[src/rtl/vcfs_pkg.sv]
`default_nettype none

package vcfs_pkg;

    localparam int DEF_MAX_WIDTH  = 4096;
    localparam int DEF_MAX_HEIGHT = 4096;

    localparam int REG_W  = 13;
    localparam int DIM_W  = 15;
    localparam int IDX_W  = 3;
    localparam int CH_W   = 8;
    localparam int LANES  = 4;
    localparam int PIX_W  = CH_W * LANES;
    localparam int NUM_W  = CH_W + REG_W;
    localparam int QBITS  = CH_W;
    localparam int STEP_W = $clog2(QBITS);

    typedef enum logic [IDX_W-1:0] {
        REG_WIDTH   = 3'd0,
        REG_TOP_H   = 3'd1,
        REG_BOT_H   = 3'd2,
        REG_OVERLAP = 3'd3,
        REG_MODE    = 3'd4
    } t_reg_idx;

    typedef enum logic [3:0] {
        S_IDLE = 4'b0001,
        S_MUL  = 4'b0010,
        S_DIV  = 4'b0100,
        S_DONE = 4'b1000
    } t_state;

    typedef enum logic [2:0] {
        SRC_ZERO = 3'd0,
        SRC_TOP  = 3'd1,
        SRC_BOT  = 3'd2,
        SRC_AVG  = 3'd3,
        SRC_RAMP = 3'd4
    } t_src;

    typedef struct packed {
        logic load;
        logic step;
    } t_lane_ctl;

endpackage

`default_nettype wire

[src/rtl/vcfs_lane.sv]
`default_nettype none

module vcfs_lane import vcfs_pkg::*; (
    input  wire logic              i_clk,
    input  wire t_lane_ctl         i_ctl,
    input  wire logic [CH_W-1:0]   i_top,
    input  wire logic [CH_W-1:0]   i_bot,
    input  wire logic [REG_W-1:0]  i_k,
    input  wire logic [REG_W-1:0]  i_ov,
    output logic      [CH_W-1:0]   o_avg,
    output logic      [CH_W-1:0]   o_quo
);

    logic [REG_W-1:0] wt_top;
    logic [NUM_W-1:0] p_top;
    logic [NUM_W-1:0] p_bot;
    logic [NUM_W-1:0] n_rem;
    logic [NUM_W-1:0] r_rem;
    logic [NUM_W-1:0] r_dvs;
    logic [QBITS-1:0] r_quo;
    logic             ge;
    logic [CH_W:0]    sum;

    assign wt_top = i_ov - i_k;
    assign p_top  = {{REG_W{1'b0}}, i_top} * {{CH_W{1'b0}}, wt_top};
    assign p_bot  = {{REG_W{1'b0}}, i_bot} * {{CH_W{1'b0}}, i_k};
    assign n_rem  = p_top + p_bot;

    // quotient is known to fit in eight bits, so the divisor starts at ov << 7
    assign ge = (r_rem >= r_dvs);

    always_ff @(posedge i_clk) begin
        if (i_ctl.load) begin
            r_rem <= n_rem;
            r_dvs <= NUM_W'({i_ov, {(QBITS-1){1'b0}}});
        end else if (i_ctl.step) begin
            if (ge) begin
                r_rem <= r_rem - r_dvs;
            end
            r_dvs <= r_dvs >> 1;
            r_quo <= {r_quo[QBITS-2:0], ge};
        end
    end

    assign sum   = {1'b0, i_top} + {1'b0, i_bot};
    assign o_avg = sum[CH_W:1];
    assign o_quo = r_quo;

endmodule

`default_nettype wire

[src/rtl/vcfs_merge.sv]
`default_nettype none

module vcfs_merge import vcfs_pkg::*; (
    input  wire logic              i_clk,
    input  wire logic              i_rst_n,
    input  wire logic              i_load,
    input  wire t_src              i_src,
    input  wire logic [PIX_W-1:0]  i_top,
    input  wire logic [PIX_W-1:0]  i_bot,
    input  wire logic [PIX_W-1:0]  i_avg,
    input  wire logic [PIX_W-1:0]  i_ramp,
    input  wire logic              i_row_end,
    input  wire logic              i_frame_end,
    input  wire logic              i_err,
    input  wire logic              i_out_stall,
    output logic                   o_space,
    output logic                   o_out_valid,
    output logic      [PIX_W-1:0]  o_out_pixel,
    output logic                   o_out_row_end,
    output logic                   o_out_frame_end,
    output logic                   o_out_config_error
);

    logic             r_valid;
    logic [PIX_W-1:0] r_pix;
    logic             r_rend;
    logic             r_fend;
    logic             r_err;
    logic [PIX_W-1:0] sel;

    always_comb begin
        case (i_src)
            SRC_TOP:  sel = i_top;
            SRC_BOT:  sel = i_bot;
            SRC_AVG:  sel = i_avg;
            SRC_RAMP: sel = i_ramp;
            default:  sel = '0;
        endcase
    end

    assign o_space = !r_valid || !i_out_stall;

    always_ff @(posedge i_clk) begin
        if (!i_rst_n) begin
            r_valid <= 1'b0;
        end else if (i_load) begin
            r_valid <= 1'b1;
        end else if (!i_out_stall) begin
            r_valid <= 1'b0;
        end
    end

    always_ff @(posedge i_clk) begin
        if (i_load) begin
            r_pix  <= sel;
            r_rend <= i_row_end;
            r_fend <= i_frame_end;
            r_err  <= i_err;
        end
    end

    assign o_out_valid        = r_valid;
    assign o_out_pixel        = r_pix;
    assign o_out_row_end      = r_rend;
    assign o_out_frame_end    = r_fend;
    assign o_out_config_error = r_err;

endmodule

`default_nettype wire

[src/rtl/vertical_crossfade_stitcher_core.sv]
// on copy, zero and average rows an accepted request goes from idle to done; on ramp
//   rows it passes a multiply step, 8 divide steps and an output load
// a new request is taken only in idle, after done has loaded the last result, and done
//   waits for output space; each channel lane has its own 8-step restoring divider
// reset: registers return to width 1, heights 1, overlap 0, mode 0; counters clear,
//   output register empties
`default_nettype none

module vertical_crossfade_stitcher_core import vcfs_pkg::*; #(
    parameter int MAX_WIDTH  = DEF_MAX_WIDTH,
    parameter int MAX_HEIGHT = DEF_MAX_HEIGHT
) (
    input  wire logic              i_clk,
    input  wire logic              i_rst_n,
    input  wire logic              i_cfg_we,
    input  wire logic [IDX_W-1:0]  i_cfg_index,
    input  wire logic [REG_W-1:0]  i_cfg_data,
    input  wire logic              i_in_valid,
    output logic                   o_in_stall,
    input  wire logic [PIX_W-1:0]  i_top_pixel,
    input  wire logic [PIX_W-1:0]  i_bottom_pixel,
    output logic                   o_out_valid,
    input  wire logic              i_out_stall,
    output logic      [PIX_W-1:0]  o_out_pixel,
    output logic                   o_row_end,
    output logic                   o_frame_end,
    output logic                   o_config_error
);

    localparam int COL_W = (MAX_WIDTH > 1) ? $clog2(MAX_WIDTH) : 1;
    localparam int ROW_W = $clog2(2 * MAX_HEIGHT);
    localparam logic [DIM_W-1:0] LIM_W = DIM_W'(MAX_WIDTH);
    localparam logic [DIM_W-1:0] LIM_H = DIM_W'(MAX_HEIGHT);
    localparam logic [DIM_W-1:0] ONE   = DIM_W'(1);

    logic [REG_W-1:0]  r_width, r_top_h, r_bot_h, r_overlap;
    logic              r_mode;
    logic [COL_W-1:0]  r_col, n_col;
    logic [ROW_W-1:0]  r_row, n_row;
    t_state            r_state, n_state;
    logic [STEP_W-1:0] r_bit, n_bit;

    logic [PIX_W-1:0]  r_tp, r_bp;
    logic [REG_W-1:0]  r_k;
    t_src              r_src;
    logic              r_rend, r_fend, r_err;

    logic [DIM_W-1:0]  w_ext, w_cl, w_eff, th_ext, th, bh_ext, bh, ov;
    logic [DIM_W-1:0]  sum_h, rows_raw, rows, blend_start, row_ext, col_ext;
    logic              err, rend, fend, accept, space, load;
    t_src              src;
    logic [REG_W-1:0]  k;
    t_lane_ctl         lane_ctl;
    logic [PIX_W-1:0]  avg_px, ramp_px;

    // configuration registers
    always_ff @(posedge i_clk) begin
        if (!i_rst_n) begin
            r_width   <= REG_W'(1);
            r_top_h   <= REG_W'(1);
            r_bot_h   <= REG_W'(1);
            r_overlap <= '0;
            r_mode    <= 1'b0;
        end else if (i_cfg_we) begin
            unique case (i_cfg_index)
                REG_WIDTH:   r_width   <= i_cfg_data;
                REG_TOP_H:   r_top_h   <= i_cfg_data;
                REG_BOT_H:   r_bot_h   <= i_cfg_data;
                REG_OVERLAP: r_overlap <= i_cfg_data;
                REG_MODE:    r_mode    <= i_cfg_data[0];
                default:     ;
            endcase
        end
    end

    // frame geometry
    always_comb begin
        w_ext    = DIM_W'(r_width);
        w_cl     = (w_ext > LIM_W) ? LIM_W : w_ext;
        w_eff    = (w_cl == '0) ? ONE : w_cl;
        th_ext   = DIM_W'(r_top_h);
        th       = (th_ext > LIM_H) ? LIM_H : th_ext;
        bh_ext   = DIM_W'(r_bot_h);
        bh       = (bh_ext > LIM_H) ? LIM_H : bh_ext;
        ov       = DIM_W'(r_overlap);
        err      = (ov > th) || (ov > bh);
        sum_h    = th + bh;
        rows_raw = err ? sum_h : sum_h - ov;
        rows     = (rows_raw == '0) ? ONE : rows_raw;
        row_ext  = DIM_W'(r_row);
        col_ext  = DIM_W'(r_col);
        blend_start = th - ov;
        k        = REG_W'(row_ext - blend_start);

        if (err) begin
            src = SRC_ZERO;
        end else if (row_ext < blend_start) begin
            src = SRC_TOP;
        end else if (row_ext < th) begin
            src = r_mode ? SRC_AVG : SRC_RAMP;
        end else begin
            src = SRC_BOT;
        end

        rend  = (col_ext + ONE) >= w_eff;
        fend  = rend && ((row_ext + ONE) >= rows);
        n_col = rend ? '0 : r_col + COL_W'(1);
        n_row = fend ? '0 : (rend ? r_row + ROW_W'(1) : r_row);
    end

    assign o_in_stall = (r_state != S_IDLE);
    assign accept     = i_in_valid && (r_state == S_IDLE);
    assign load       = (r_state == S_DONE) && space;

    always_comb begin
        n_state = r_state;
        n_bit   = r_bit;
        unique case (r_state)
            S_IDLE: begin
                if (accept) begin
                    n_state = (src == SRC_RAMP) ? S_MUL : S_DONE;
                end
            end
            S_MUL: begin
                n_bit   = STEP_W'(QBITS - 1);
                n_state = S_DIV;
            end
            S_DIV: begin
                if (r_bit == '0) begin
                    n_state = S_DONE;
                end else begin
                    n_bit = r_bit - STEP_W'(1);
                end
            end
            S_DONE: begin
                if (space) begin
                    n_state = S_IDLE;
                end
            end
            default: n_state = S_IDLE;
        endcase
    end

    always_ff @(posedge i_clk) begin
        if (!i_rst_n) begin
            r_state <= S_IDLE;
            r_bit   <= '0;
            r_col   <= '0;
            r_row   <= '0;
        end else begin
            r_state <= n_state;
            r_bit   <= n_bit;
            if (accept) begin
                r_col <= n_col;
                r_row <= n_row;
            end
        end
    end

    // request capture
    always_ff @(posedge i_clk) begin
        if (accept) begin
            r_tp   <= i_top_pixel;
            r_bp   <= i_bottom_pixel;
            r_k    <= k;
            r_src  <= src;
            r_rend <= rend;
            r_fend <= fend;
            r_err  <= err;
        end
    end

    assign lane_ctl.load = (r_state == S_MUL);
    assign lane_ctl.step = (r_state == S_DIV);

    for (genvar g = 0; g < LANES; g++) begin : g_lane
        vcfs_lane u_lane (
            .i_clk (i_clk),
            .i_ctl (lane_ctl),
            .i_top (r_tp[g*CH_W +: CH_W]),
            .i_bot (r_bp[g*CH_W +: CH_W]),
            .i_k   (r_k),
            .i_ov  (r_overlap),
            .o_avg (avg_px[g*CH_W +: CH_W]),
            .o_quo (ramp_px[g*CH_W +: CH_W])
        );
    end

    vcfs_merge u_merge (
        .i_clk              (i_clk),
        .i_rst_n            (i_rst_n),
        .i_load             (load),
        .i_src              (r_src),
        .i_top              (r_tp),
        .i_bot              (r_bp),
        .i_avg              (avg_px),
        .i_ramp             (ramp_px),
        .i_row_end          (r_rend),
        .i_frame_end        (r_fend),
        .i_err              (r_err),
        .i_out_stall        (i_out_stall),
        .o_space            (space),
        .o_out_valid        (o_out_valid),
        .o_out_pixel        (o_out_pixel),
        .o_out_row_end      (o_row_end),
        .o_out_frame_end    (o_frame_end),
        .o_out_config_error (o_config_error)
    );

    a_accept_leaves_idle: assert property (@(posedge i_clk) disable iff (!i_rst_n)
        (i_in_valid && !o_in_stall) |=> (r_state != S_IDLE))
        else $error("request accepted without leaving idle");

    a_div_ends: assert property (@(posedge i_clk) disable iff (!i_rst_n)
        (r_state == S_DIV && r_bit == '0) |=> (r_state == S_DONE))
        else $error("divide did not finish after last step");

    a_frame_end_on_row_end: assert property (@(posedge i_clk) disable iff (!i_rst_n)
        o_out_valid |-> (!o_frame_end || o_row_end))
        else $error("frame end without row end");

    a_err_zero: assert property (@(posedge i_clk) disable iff (!i_rst_n)
        (o_out_valid && o_config_error) |-> (o_out_pixel == '0))
        else $error("config error with nonzero pixel");

endmodule

`default_nettype wire

[config.mk]
export PLATFORM = sky130hd
export DESIGN_NAME = vertical_crossfade_stitcher_core
export DESIGN_NICKNAME = d
export VERILOG_FILES = /design/src/rtl/vcfs_pkg.sv /design/src/rtl/vcfs_lane.sv /design/src/rtl/vcfs_merge.sv /design/src/rtl/vertical_crossfade_stitcher_core.sv
export SDC_FILE = /design/constraint.sdc
export NUM_CORES = 2
export LEC_CHECK = 0
export ABC_CLOCK_PERIOD_IN_PS = 9900
export BUFFER_PORTS_ARGS = -buffer_cell sky130_fd_sc_hd__buf_4
export CORE_MARGIN = 4
export CORE_UTILIZATION = 45
export CTS_CLUSTER_SIZE = 40
export DETAILED_ROUTE_END_ITERATION = 12
export GPL_TIMING_DRIVEN = 0
export PLACE_DENSITY_LB_ADDON = 0.1
export SYNTH_ARGS = -nofsm -noshare
export SYNTH_HDL_FRONTEND = slang
export SYNTH_HIERARCHICAL = 1
export SYNTH_SLANG_ARGS = --single-unit
[constraint.sdc]
create_clock -name i_clk -period 9.9 [get_ports i_clk]
set_clock_uncertainty 0.05 [all_clocks]
set_input_delay 2.475 -clock i_clk [delete_from_list [all_inputs] [get_ports i_clk]]
set_output_delay 2.475 -clock i_clk [all_outputs]
set_load 0.05 [all_outputs]
==> run summary <==
Netlist cell types: 119
Vias in the first global route: 44,700
Clock transition at path regs: 0.07 ns
1st-pass router iterations: 6
Wire length on met2: 79,300 um
Post-Synth Simple-Gate Area: 0.169
Critical path's slowest cell: edfxtp_1
Clk_lat worst skew: 0.68 ns
CP endpoint kind: flop
Fin cells: 8,025
Cts bufs inserted: 52
DR DRC count: 0
Crit-path max FO: 18
Crit-path max cell delay: 1.04 ns
Die width: 360 um
CTS max path bufs: 3
Die height: 360 um
Total grt overflow: 0
I/O pins: 122
Max-cap violations: 0
Cts hold-fix bufs: 0
Mapped cell area: 0.0558 mm2
H-tree depth: 2
CP Launch Type: flop
CTS tree: built
Max layer used: met4
Standard-cell rows: 128
Crit Path Category: flop to flop
Synth Instances: 6,159
Setup TNS: 0 ns
Core Area: 0.123 mm2
Seq/Total Area, Yosys: 0.195
Reg2reg path depth: 27
DR iter-0 viols: 3,095
RSZ-0062 raised after global routing: no
CP Buf/Inv Count: 6
Depth of the worst hold-timing path: 0
Clock Sinks: 400
Post-Place Cells: 7,920
Levels on crit path: 27
Number of synthesized register bits: 400
Largest family of logic cells by synthesized area: adder cells
Largest net degree at the start of global routing: 51
CP top delay family: adder cells
Minimum clock period after layout: 9.40 ns
IO buf count: 121
Layout cells sized above 1: 0.0613
Final period utilization: 0.950
First-pass GRT wire length: 267,000 um
Max Freq: 106 MHz
Critical Path RT: 10.25 ns
Endpoints failing setup: 0
Routed length per instance: 21.5 um
Drt via density: 5.46
Syn-to-layout area delta: 9.20%
Hold slack final: 0.382 ns
Remaining antenna violation count: 0
Outcome: completed
Root Buffer: clkbuf_16
Final Max Tran Viols: 0
Hold crit path type: flop to flop
HPWL Detailed: 137,000 um
Post-Synth XOR/XNOR Area: 0.0389
Placer Congestion: 0.896
Total GRT Usage: 0.266
Data arrival, critical path: 9.75 ns
# nets final: 7,650
Worst slew pin tran: 1.31 ns
Synth Net Count: 7,460
Main flop type after synthesis: edfxtp_1
WL final: 173,000 um
Compound-Gate Fraction of Synth Area: 0.121
Relative slew slack: 0.130
Proportion of synthesized area in mux cells: 0.0181
DR vias: 43,900
Most common cell on crit path: fa_1
Die Area: 0.130 mm2
Synth Area in Adders: 0.364
Initial antenna violation count: 11
Async set-reset flop share out of synthesis: 0
Met1 wire length: 76,400 um
Initial Utilization: 0.455
Post-synth EDFFs: 286
Post-synthesis area per instance: 9.06 um2
Syn. warnings: 6
Final hold vios: 0
Met3 wire length: 10,400 um
## synthesized netlist by cell type, types with 54 or more instances
cell      number  area, um2
a21o_1        73        548
a21oi_1      265       1330
and2_1       388       2430
clkbuf_1     170        638
dfxtp_1      114       2280
edfxtp_1     286       8590
fa_1         680      13600
ha_1         536       6710
inv_1       1148       4310
mux2i_1       97        971
nand2_1      765       2870
nand3_1       82        410
nor2_1       229        860
nor2b_1       90        563
nor3_1        54        270
o21ai_0      168        841
xnor2_1      147       1290
xor2_1        99        867
## metrics by stage
stage          setup slack [ns]  area [um2]   util
3_5_place_dp              0.426       59100  0.482
3_3_place_gp             0.0542       58700  0.479
5_1_grt                  0.0910       60900  0.497
2_1_floorplan              2.13       55800      -
6_report                  0.499       60900  0.497
4_1_cts                   0.313       60900  0.497
## cell usage in the layout (no fill, tap or decap), drive strengths merged, types with 148 or more instances in the layout
cell type / netlist / layout
nor2: 229 / 229
and2: 389 / 389
buf: 38 / 174
inv: 1149 / 1157
edfxtp: 286 / 286
a21oi: 270 / 270
nand2: 766 / 766
o21ai: 205 / 205
fa: 680 / 680
ha: 536 / 536
clkbuf: 171 / 237
xnor2: 148 / 148
## logic make-up after synthesis
logic type / count (synthesis)
xor+xnor: 247
mux: 100
buf+inv: 1358
compound gates: 965
fa+ha+maj: 1216
simple gates: 1873
flops: 400
## timing repair
action / CTS / global route
setup buffers: 0 / 0
gates resized for setup: 0 / 1
endpoints found under the hold margin: 0 / 0
setup endpoints to repair: 0 / 2
## final timing paths
path	start	slack, ns	endpoint
worst max register to register	r_k[2]	0.50	g_lane[0].u_lane/r_rem[18]
worst min register to register	r_rend	0.38	u_merge/o_out_row_end
worst min-delay path	r_rend	0.38	u_merge/o_out_row_end
worst max-delay path	r_k[2]	0.50	g_lane[0].u_lane/r_rem[18]
## registers in the layout, indices dropped and copies added, names as in the netlist, 3 cells and up
name	cells
g_lane.u_lane/r_rem	84
g_lane.u_lane/r_dvs	80
g_lane.u_lane/o_quo	32
r_bp	32
r_tp	32
u_merge/o_out_pixel	32
r_bot_h	13
r_k	13
r_overlap	13
r_row	13
r_top_h	13
r_width	13
r_col	12
r_state	4
r_bit	3
r_src	3
## layout make-up
type                       instances  area, um2
fill                           11800      61600
multi-input combinational       4401      39700
sequential                       400      10900
inverter                        1149       4320
tap                             1625       2030
clock buffer                      66       1430
timing repair buffer             136       1240
buffer                           209        903
clock inverter                    32        379
antenna                            7       17.5
## layer usage
layer  vias up  GRT usage
li1      20500          -
met1     21900      0.367
met2      1202      0.431
met3       229     0.0376
met4         0     0.0889
met5         -          0
Power is left out: the tool's default activity adds up to more than one toggle a clock period on the data nets, which glitch-free logic cannot reach.
